**config.mk**
```make
export PLATFORM = sky130hd
export DESIGN_NAME = rain_tip_counter_window_rate_unit
export DESIGN_NICKNAME = d
export VERILOG_FILES = /design/src/design/rtcwr_pkg.sv /design/src/design/rtcwr_sub.sv /design/src/design/rtcwr_ring.sv /design/src/design/rain_tip_counter_window_rate_unit.sv
export SDC_FILE = /design/constraint.sdc
export NUM_CORES = 2
export LEC_CHECK = 0
export ABC_AREA = 1
export CORE_ASPECT_RATIO = 0.75
export CORE_MARGIN = 2
export CORE_UTILIZATION = 60
export DETAILED_ROUTE_END_ITERATION = 7
export DONT_BUFFER_PORTS = 1
export PLACE_DENSITY = 0.73
export SLEW_MARGIN = 0
export SYNTH_ARGS = -nofsm -noshare
export SYNTH_HDL_FRONTEND = slang
export SYNTH_SLANG_ARGS = --single-unit
```
**constraint.sdc**
```tcl
create_clock -name clk -period 16.1 [get_ports clk]
set_input_delay 4.025 -clock clk [delete_from_list [all_inputs] [get_ports clk]]
set_output_delay 4.025 -clock clk [all_outputs]
set_load 0.05 [all_outputs]
```
**src/design/rtcwr_pkg.sv**
```systemverilog
// ----------------------------------------------------------------------------
// rtcwr_pkg: shared types and constants for the rain tip counter
// Payload structs, function codes, register indexes, widths and reset values.
// ----------------------------------------------------------------------------
package rtcwr_pkg;

	localparam int BUCKETS = 12;
	localparam int IDX_W   = $clog2(BUCKETS);
	localparam int CNT_W   = $clog2(BUCKETS + 1);
	localparam int TIME_W  = 48;
	localparam int BKT_W   = 16;
	localparam int SUM_W   = BKT_W + $clog2(BUCKETS);
	localparam int TOTAL_W = 32;

	localparam int TOT_OUT_W  = 36;
	localparam int RATE_OUT_W = 30;
	localparam int SCALE_W    = 10;   // depth * 60 fits in 10 bits
	localparam int PROD_W     = (SUM_W + SCALE_W > RATE_OUT_W) ? SUM_W + SCALE_W
		: RATE_OUT_W + 1;

	localparam logic [RATE_OUT_W-1:0] RATE_MAX = '1;
	localparam logic [5:0] MIN_PER_HR = 6'd60;

	localparam logic [15:0] LOCKOUT_RST = 16'd5;
	localparam logic [15:0] PERIOD_RST  = 16'd5000;
	localparam logic [3:0]  DEPTH_RST   = 4'd2;

	typedef enum logic [1:0] {
		FUNC_TIP   = 2'd0,
		FUNC_TOTAL = 2'd1,
		FUNC_RATE  = 2'd2
	} func_t;

	typedef enum logic [1:0] {
		CFG_LOCKOUT = 2'd0,
		CFG_PERIOD  = 2'd1,
		CFG_DEPTH   = 2'd2
	} cfg_idx_t;

	typedef struct packed {
		logic [1:0]        func;
		logic [TIME_W-1:0] now_ms;
	} in_item_t;

	typedef struct packed {
		logic                  tip_accepted;
		logic [TOT_OUT_W-1:0]  total_tenths_mm;
		logic [RATE_OUT_W-1:0] rate_tenths_mm_per_hr;
	} out_item_t;

	// ring control from the sequencer
	typedef struct packed {
		logic inc;   // count one tip in the current bucket
		logic adv;   // step to the next bucket and clear it
	} ring_cmd_t;

endpackage

```
**src/design/rtcwr_sub.sv**
```systemverilog
// ----------------------------------------------------------------------------
// rtcwr_sub: shared 48-bit subtract and compare unit
// Gives a - b and a borrow flag (a < b); reused for every time check.
// ----------------------------------------------------------------------------
module rtcwr_sub import rtcwr_pkg::*; (
	input  logic [TIME_W-1:0] a,
	input  logic [TIME_W-1:0] b,
	output logic [TIME_W-1:0] diff,
	output logic              borrow
);

	assign {borrow, diff} = {1'b0, a} - {1'b0, b};

endmodule

```
**src/design/rtcwr_ring.sv**
```systemverilog
// ----------------------------------------------------------------------------
// rtcwr_ring: ring of tip buckets
// Saturating increment of the current bucket, advance with clear, one read port.
// ----------------------------------------------------------------------------
module rtcwr_ring import rtcwr_pkg::*; (
	input  logic             clk,
	input  logic             arst_n,
	input  ring_cmd_t        cmd,
	input  logic [IDX_W-1:0] rd_addr,
	output logic [BKT_W-1:0] rd_data
);

	logic [BKT_W-1:0] bkt_q [BUCKETS];
	logic [IDX_W-1:0] idx_q;
	logic [IDX_W-1:0] idx_nxt;

	assign idx_nxt = (idx_q == IDX_W'(BUCKETS - 1)) ? '0 : idx_q + 1'b1;
	assign rd_data = bkt_q[rd_addr];

	always_ff @(posedge clk or negedge arst_n) begin
		if (!arst_n) begin
			idx_q <= '0;
			for (int i = 0; i < BUCKETS; i++) begin
				bkt_q[i] <= '0;
			end
		end else if (cmd.adv) begin
			idx_q          <= idx_nxt;
			bkt_q[idx_nxt] <= '0;
		end else if (cmd.inc) begin
			if (bkt_q[idx_q] != '1) begin
				bkt_q[idx_q] <= bkt_q[idx_q] + 1'b1;
			end
		end
	end

endmodule

```
**src/design/rain_tip_counter_window_rate_unit.sv**
```systemverilog
// ----------------------------------------------------------------------------
// rain_tip_counter_window_rate_unit: tipping-bucket rain gauge counter
// Debounced tip counting, read-and-clear total, and a sliding-window rate
// over a ring of buckets, run by a small sequencer around one subtractor.
// ----------------------------------------------------------------------------
//
//  channel | signals                        | direction | beat
//  --------+--------------------------------+-----------+--------------------------
//  in      | in_valid, in_stall, in_data    | in        | valid & !stall
//  out     | out_valid, out_stall, out_data | out       | valid & !stall
//  cfg     | cfg_valid, cfg_ready, cfg_index, cfg_data | in | valid & ready
//
// A tip takes a time check and, unless the stamp is behind the last tip, a
// lockout check; a total read or unused code goes to the output; a rate read
// steps the ring per bucket period elapsed (at most BUCKETS, none when the stamp
// is behind the last advance), then sums all buckets; the 48-bit subtractor does
// one period subtraction per cycle and the bucket sum reads one bucket per cycle.
// in_stall is high while an item is in work.
// A finished result sits in the output register; the next item is accepted
// while it waits for out_stall to drop.
// Reset clears all counters, the ring and the timestamps and loads the
// register defaults; no clearing pass is needed.
module rain_tip_counter_window_rate_unit import rtcwr_pkg::*; (
	input  logic       clk,
	input  logic       arst_n,
	input  logic       in_valid,
	output logic       in_stall,
	input  in_item_t   in_data,
	output logic       out_valid,
	input  logic       out_stall,
	output out_item_t  out_data,
	input  logic       cfg_valid,
	output logic       cfg_ready,
	input  logic [1:0] cfg_index,
	input  logic [15:0] cfg_data
);

	typedef enum logic [2:0] {
		S_IDLE,
		S_START,
		S_TIP_LOCK,
		S_ADV,
		S_SUM,
		S_MUL,
		S_OUT
	} state_t;

	state_t state_q;

	// configuration
	logic [15:0] lockout_q;
	logic [15:0] period_q;
	logic [3:0]  depth_q;

	// block state
	logic [TOTAL_W-1:0] total_q;
	logic [TIME_W-1:0]  last_tip_q;
	logic [TIME_W-1:0]  last_adv_q;

	// item in work
	logic [1:0]        func_q;
	logic [TIME_W-1:0] now_q;
	logic [TIME_W-1:0] rem_q;      // remaining elapsed time / lockout diff
	logic [CNT_W-1:0]  step_q;     // buckets entered so far
	logic              adv_any_q;
	logic [IDX_W-1:0]  sidx_q;     // bucket being summed
	logic [SUM_W-1:0]  sum_q;
	out_item_t         res_q;

	// output register
	logic      out_valid_q;
	out_item_t out_q;

	// shared subtractor
	logic [TIME_W-1:0] sub_a;
	logic [TIME_W-1:0] sub_b;
	logic [TIME_W-1:0] sub_diff;
	logic              sub_borrow;

	ring_cmd_t        ring_cmd;
	logic [BKT_W-1:0] ring_rd;

	logic [15:0]           period_eff;
	logic [SCALE_W-1:0]    scale;
	logic [PROD_W-1:0]     rate_prod;
	logic [RATE_OUT_W-1:0] rate_sat;
	logic [TOT_OUT_W-1:0]  total_prod;
	logic                  in_beat;
	logic                  cfg_beat;

	assign in_beat   = in_valid && !in_stall;
	assign cfg_beat  = cfg_valid && cfg_ready;
	assign in_stall  = (state_q != S_IDLE);
	assign cfg_ready = 1'b1;
	assign out_valid = out_valid_q;
	assign out_data  = out_q;

	// a zero period behaves as one millisecond
	assign period_eff = (period_q == '0) ? 16'd1 : period_q;

	// depth * 60, then one multiply by the bucket sum
	assign scale     = SCALE_W'(depth_q) * SCALE_W'(MIN_PER_HR);
	assign rate_prod = PROD_W'(sum_q) * PROD_W'(scale);
	assign rate_sat  = (rate_prod > PROD_W'(RATE_MAX)) ? RATE_MAX
		: rate_prod[RATE_OUT_W-1:0];

	assign total_prod = TOT_OUT_W'(total_q) * TOT_OUT_W'(depth_q);

	// operand select for the subtractor
	always_comb begin
		sub_a = now_q;
		sub_b = last_tip_q;
		case (state_q)
			S_START: begin
				if (func_q == FUNC_RATE) begin
					sub_b = last_adv_q;
				end
			end
			S_TIP_LOCK: begin
				sub_a = rem_q;
				sub_b = TIME_W'(lockout_q);
			end
			S_ADV: begin
				sub_a = rem_q;
				sub_b = TIME_W'(period_eff);
			end
			default: begin
				sub_a = now_q;
				sub_b = last_tip_q;
			end
		endcase
	end

	rtcwr_sub u_sub (
		.a      (sub_a),
		.b      (sub_b),
		.diff   (sub_diff),
		.borrow (sub_borrow)
	);

	always_comb begin
		ring_cmd.inc = (state_q == S_TIP_LOCK) && !sub_borrow;
		ring_cmd.adv = (state_q == S_ADV) && !sub_borrow && (step_q != CNT_W'(BUCKETS));
	end

	rtcwr_ring u_ring (
		.clk     (clk),
		.arst_n  (arst_n),
		.cmd     (ring_cmd),
		.rd_addr (sidx_q),
		.rd_data (ring_rd)
	);

	// configuration registers; indexes past the list are ignored
	always_ff @(posedge clk or negedge arst_n) begin
		if (!arst_n) begin
			lockout_q <= LOCKOUT_RST;
			period_q  <= PERIOD_RST;
			depth_q   <= DEPTH_RST;
		end else if (cfg_beat) begin
			case (cfg_index)
				CFG_LOCKOUT: lockout_q <= cfg_data;
				CFG_PERIOD:  period_q  <= cfg_data;
				CFG_DEPTH:   depth_q   <= cfg_data[3:0];
				default: ;
			endcase
		end
	end

	// sequencer, block state and output register
	always_ff @(posedge clk or negedge arst_n) begin
		if (!arst_n) begin
			state_q     <= S_IDLE;
			total_q     <= '0;
			last_tip_q  <= '0;
			last_adv_q  <= '0;
			out_valid_q <= 1'b0;
			out_q       <= '0;
			res_q       <= '0;
			func_q      <= '0;
			now_q       <= '0;
			rem_q       <= '0;
			step_q      <= '0;
			adv_any_q   <= 1'b0;
			sidx_q      <= '0;
			sum_q       <= '0;
		end else begin
			// S_OUT reloads the register itself when it is free
			if (out_valid_q && !out_stall && state_q != S_OUT) begin
				out_valid_q <= 1'b0;
			end
			case (state_q)
				S_IDLE: begin
					if (in_beat) begin
						func_q  <= in_data.func;
						now_q   <= in_data.now_ms;
						res_q   <= '0;
						state_q <= S_START;
					end
				end
				S_START: begin
					case (func_q)
						FUNC_TIP: begin
							// time going backwards rejects the tip
							if (sub_borrow) begin
								state_q <= S_OUT;
							end else begin
								rem_q   <= sub_diff;
								state_q <= S_TIP_LOCK;
							end
						end
						FUNC_TOTAL: begin
							res_q.total_tenths_mm <= total_prod;
							total_q               <= '0;
							state_q               <= S_OUT;
						end
						FUNC_RATE: begin
							rem_q     <= sub_diff;
							step_q    <= '0;
							adv_any_q <= 1'b0;
							sidx_q    <= '0;
							sum_q     <= '0;
							// time going backwards skips the advance
							state_q   <= sub_borrow ? S_SUM : S_ADV;
						end
						default: begin
							state_q <= S_OUT;
						end
					endcase
				end
				S_TIP_LOCK: begin
					if (!sub_borrow) begin
						res_q.tip_accepted <= 1'b1;
						last_tip_q         <= now_q;
						if (total_q != '1) begin
							total_q <= total_q + 1'b1;
						end
					end
					state_q <= S_OUT;
				end
				S_ADV: begin
					if (ring_cmd.adv) begin
						rem_q     <= sub_diff;
						step_q    <= step_q + 1'b1;
						adv_any_q <= 1'b1;
					end else begin
						// remainder of the elapsed time is dropped
						if (adv_any_q) begin
							last_adv_q <= now_q;
						end
						state_q <= S_SUM;
					end
				end
				S_SUM: begin
					sum_q <= sum_q + SUM_W'(ring_rd);
					if (sidx_q == IDX_W'(BUCKETS - 1)) begin
						sidx_q  <= '0;
						state_q <= S_MUL;
					end else begin
						sidx_q <= sidx_q + 1'b1;
					end
				end
				S_MUL: begin
					res_q.rate_tenths_mm_per_hr <= rate_sat;
					state_q                     <= S_OUT;
				end
				S_OUT: begin
					if (!out_valid_q || !out_stall) begin
						out_q       <= res_q;
						out_valid_q <= 1'b1;
						state_q     <= S_IDLE;
					end
				end
				default: begin
					state_q <= S_IDLE;
				end
			endcase
		end
	end

`ifndef SYNTHESIS
	// an accepted item keeps the input stalled on the next cycle
	a_busy_after_beat: assert property (@(posedge clk) disable iff (!arst_n)
		in_beat |=> in_stall)
		else $error("input not stalled after accepted beat");

	// at most one result field is nonzero
	a_one_field: assert property (@(posedge clk) disable iff (!arst_n)
		out_valid |-> ($countones({out_data.tip_accepted, |out_data.total_tenths_mm,
			|out_data.rate_tenths_mm_per_hr}) <= 1))
		else $error("more than one result field set");

	// the ring never advances more than one full turn per read
	a_step_cap: assert property (@(posedge clk) disable iff (!arst_n)
		step_q <= CNT_W'(BUCKETS))
		else $error("ring advanced past one turn");

	// ring increment and advance never collide
	a_ring_cmd: assert property (@(posedge clk) disable iff (!arst_n)
		!(ring_cmd.inc && ring_cmd.adv))
		else $error("ring increment and advance together");

	// a new result only lands once the previous one is taken
	a_no_overwrite: assert property (@(posedge clk) disable iff (!arst_n)
		(out_valid_q && out_stall) |=> $stable(out_q))
		else $error("pending result overwritten");
`endif

endmodule

```
==> impl_metrics.ini <==
[clock_network]
ctsResizeCount = 0
cts_buffers = 68
clock_latency_ns = 0.65
htreeDepth = 3
cts_buffer_depth = 3
numClockSinks = 621
hold_buffers = 0
clock-root-buffer = clkbuf_16
cts_tree = yes
clk_pin_slew_ns = 0.06
post_cts_buffers = 0

[final_layout]
drive_gt1_share_pct = 4.36
fin_nets = 6809
fin_util_pct = 63.6
synthToLayoutAreaGrowth_pct = 5.01
num_antenna_cells = 0

[grt]
overflow = 0
grt_pass1_wl_um = 224000
grt_pass1_vias = 39700
gr-usage-all-layers_pct = 35.3
grt_max_degree = 622
antenna_found_initial = 2

[pwr]
irDropWorstVdd_mv = 0.351
total_power_mw = 12.0
p_leak_nw = 24.3
powerDensity_nw_per_um2 = 247

[logic_synthesis]
synth_ff_type = dfrtp_1
synth_edf_count = 0
synth.area.top_cells = dfrtp_1, nand2_1, fa_1
synth_top_area_cell = dfrtp_1
synth.distinct_cells = 55
avgSynthCellArea_sq_um = 7.05
netlist.area_leader.share_pct = 33.0
ys_warn_count = 0
netlist_area_sq_um = 46500
async_reset_ff_share_pct = 100
synth_cells = 6592
ys_seq_elements = 621
synth_seq_area_share_pct = 33.5

[setup_path]
required_ns = 16.59
worst_path_largest_cell_delay_ns = 1.17
cp_top_family = adder cells
path_max_fanout = 37
critPathBufInv = 7
crit_type = flop to flop
cp-end-kind = flop
critPathLaunchType = flop
crit_top_cell = inv_1
worstPathArrival_ns = 9.13
cpMaxStageDelayCell = dfrtp_1

[detailed_routing]
drtPass1Iterations = 8
wl_per_cell_um = 18.8
drt-initial-drc-count = 5270
ant_nets = 0
routed_wl_um = 141000
avgViaCountPerCell = 5.76
via_count = 43100
drc = 3

[timing]
period_share_pct = 53.7
drv_slew = 320
setup_viol = 0
clock_skew_ns = 0.0236
maxSlewHeadroom_pct = -43.2
rsz0062_at_grt = false
finalHoldViolCount = 0
fin_crit_ns = 8.64
worstMarginPinSlew_ns = 2.15
fmax_ghz = 0.116
tns_ns = 0

[outcome]
violations = DRC, slew limit
status = finished, violations left

[floorplan]
core-area_sq_um = 76700
initial_core_util_pct = 60.5
die_w_um = 325
die_h_um = 245
ios = 143
dieArea_sq_um = 79700
fp-row-count = 88

[place]
hpwl_um = 98900
gp_congestion = 1.06
port_buffers = 0

[min_path]
min_path_type = flop to flop

[run]
drv_cap = 0
cell families after synthesis:
| kind of cell | Yosys count | synth area share [%] |
|---|---|---|
| adders and majority gates | 348 | 12.2 |
| xor gates and xnor gates | 91 | 1.72 |
| muxes | 6 | 0.145 |
| other | 2 | 0.0162 |
| DFF | 621 | 33.5 |
| and+or+nand+nor | 3193 | 28.2 |
| AOI/OAI and AO/OA | 1172 | 13.9 |
| buffers and inverters | 1159 | 10.3 |
registers in the layout, summed over array words and instances (netlist names), 2 cells and up:
| register | flops |
|---|---|
| depth_q | 4 |
| sum_q | 20 |
| rem_q | 48 |
| out_data | 65 |
| last_tip_q | 48 |
| step_q | 4 |
| func_q | 2 |
| now_q | 48 |
| last_adv_q | 48 |
| period_q | 16 |
| u_ring.idx_q | 4 |
| state_q | 3 |
| lockout_q | 16 |
| total_q | 32 |
| res_q | 65 |
| u_ring.bkt_q | 192 |
| sidx_q | 4 |
routing by layer:
| metal | wire length, um | part of all wire, % | track usage, % | vias to the layer above |
|---|---|---|---|---|
| met1 | 64100 | 46 | 53.9 | 20400 |
| met4 | 4160 | 3.0 | 10.1 | 4 |
| li1 | - | - | - | 20400 |
| met3 | 15100 | 11 | 8.26 | 259 |
| met2 | 57100 | 41 | 49.6 | 2030 |
| met5 | 23 | 0.016 | 0 | - |
layout make-up:
class	instances	area (sq um)
fill	7167	28000
multi-input combinational	4813	26200
sequential	621	15600
inverter	856	3210
clock buffer	94	1950
tap	1035	1290
clock inverter	29	367
timing repair buffer	28	210
placed cells by master, fill, tap and decap left out, types with 37 or more instances in the layout:
cell,synthesis,routed
nand2_1,2333,2332
ha_1,173,173
o22ai_1,37,37
nor2_1,396,392
nand3_1,284,283
xnor2_1,42,41
o21a_1,49,49
nor3_1,39,39
o21ai_0,580,580
fa_1,175,175
xor2_1,49,48
inv_1,822,820
o21ai_1,89,87
dfrtp_1,613,608
a21oi_1,272,272
clkbuf_16,0,69
final timing paths:
path,startpoint,depth (start not counted),endpoint,slack [ns]
min,now_q[6],2,last_adv_q[6],0.48
max reg2reg,depth_q[3],31,res_q[27],7.46
max in group asynchronous,arst_n,0,total_q[22],11.31
min reg2reg,now_q[6],2,last_adv_q[6],0.48
max,depth_q[3],31,res_q[27],7.46
min in group asynchronous,arst_n,0,out_data[18],3.08
through the flow:
step                setup WS, ns  area [sq um]  hold WS, ns  cells
floorplan                   8.64         46500        0.445   6593
global placement            7.78         46500        0.464   7353
detailed placement          7.61         46500        0.467   7353
CTS                         7.57         48800        0.483   7476
global route                6.73         48800        0.501   7476
finish                      7.46         48800        0.480   7476
report_power, final:
part	total [mW]	leakage (nW)	internal, mW	switching, mW
combinational	7.82	15.0	2.49	5.33
sequential	2.58	8.20	1.99	0.583
clock	1.65	1.14	0.940	0.707
total	12.0	24.3	5.43	6.62
cells in the mapped netlist (all sizes together) (14+ instances only):
cell type,number
a21o,16
a21oi,280
a221oi,16
a22oi,32
a32o,15
buf,130
clkbuf,173
dfrtp,613
fa,175
ha,173
inv,853
nand2,2353
nand3,303
nand3b,14
nand4,35
nor2,420
nor3,41
nor4,20
o21a,49
o21ai,669
o21bai,21
o22ai,37
xnor2,42
xor2,49
tightest hold or removal path, stage by stage (launching register included):
cell and delay [ns]:
dfrtp_1 0.34, nand2_1 0.05, o21ai_0 0.06
No activity file was read; power rests on OpenSTA's default activity.
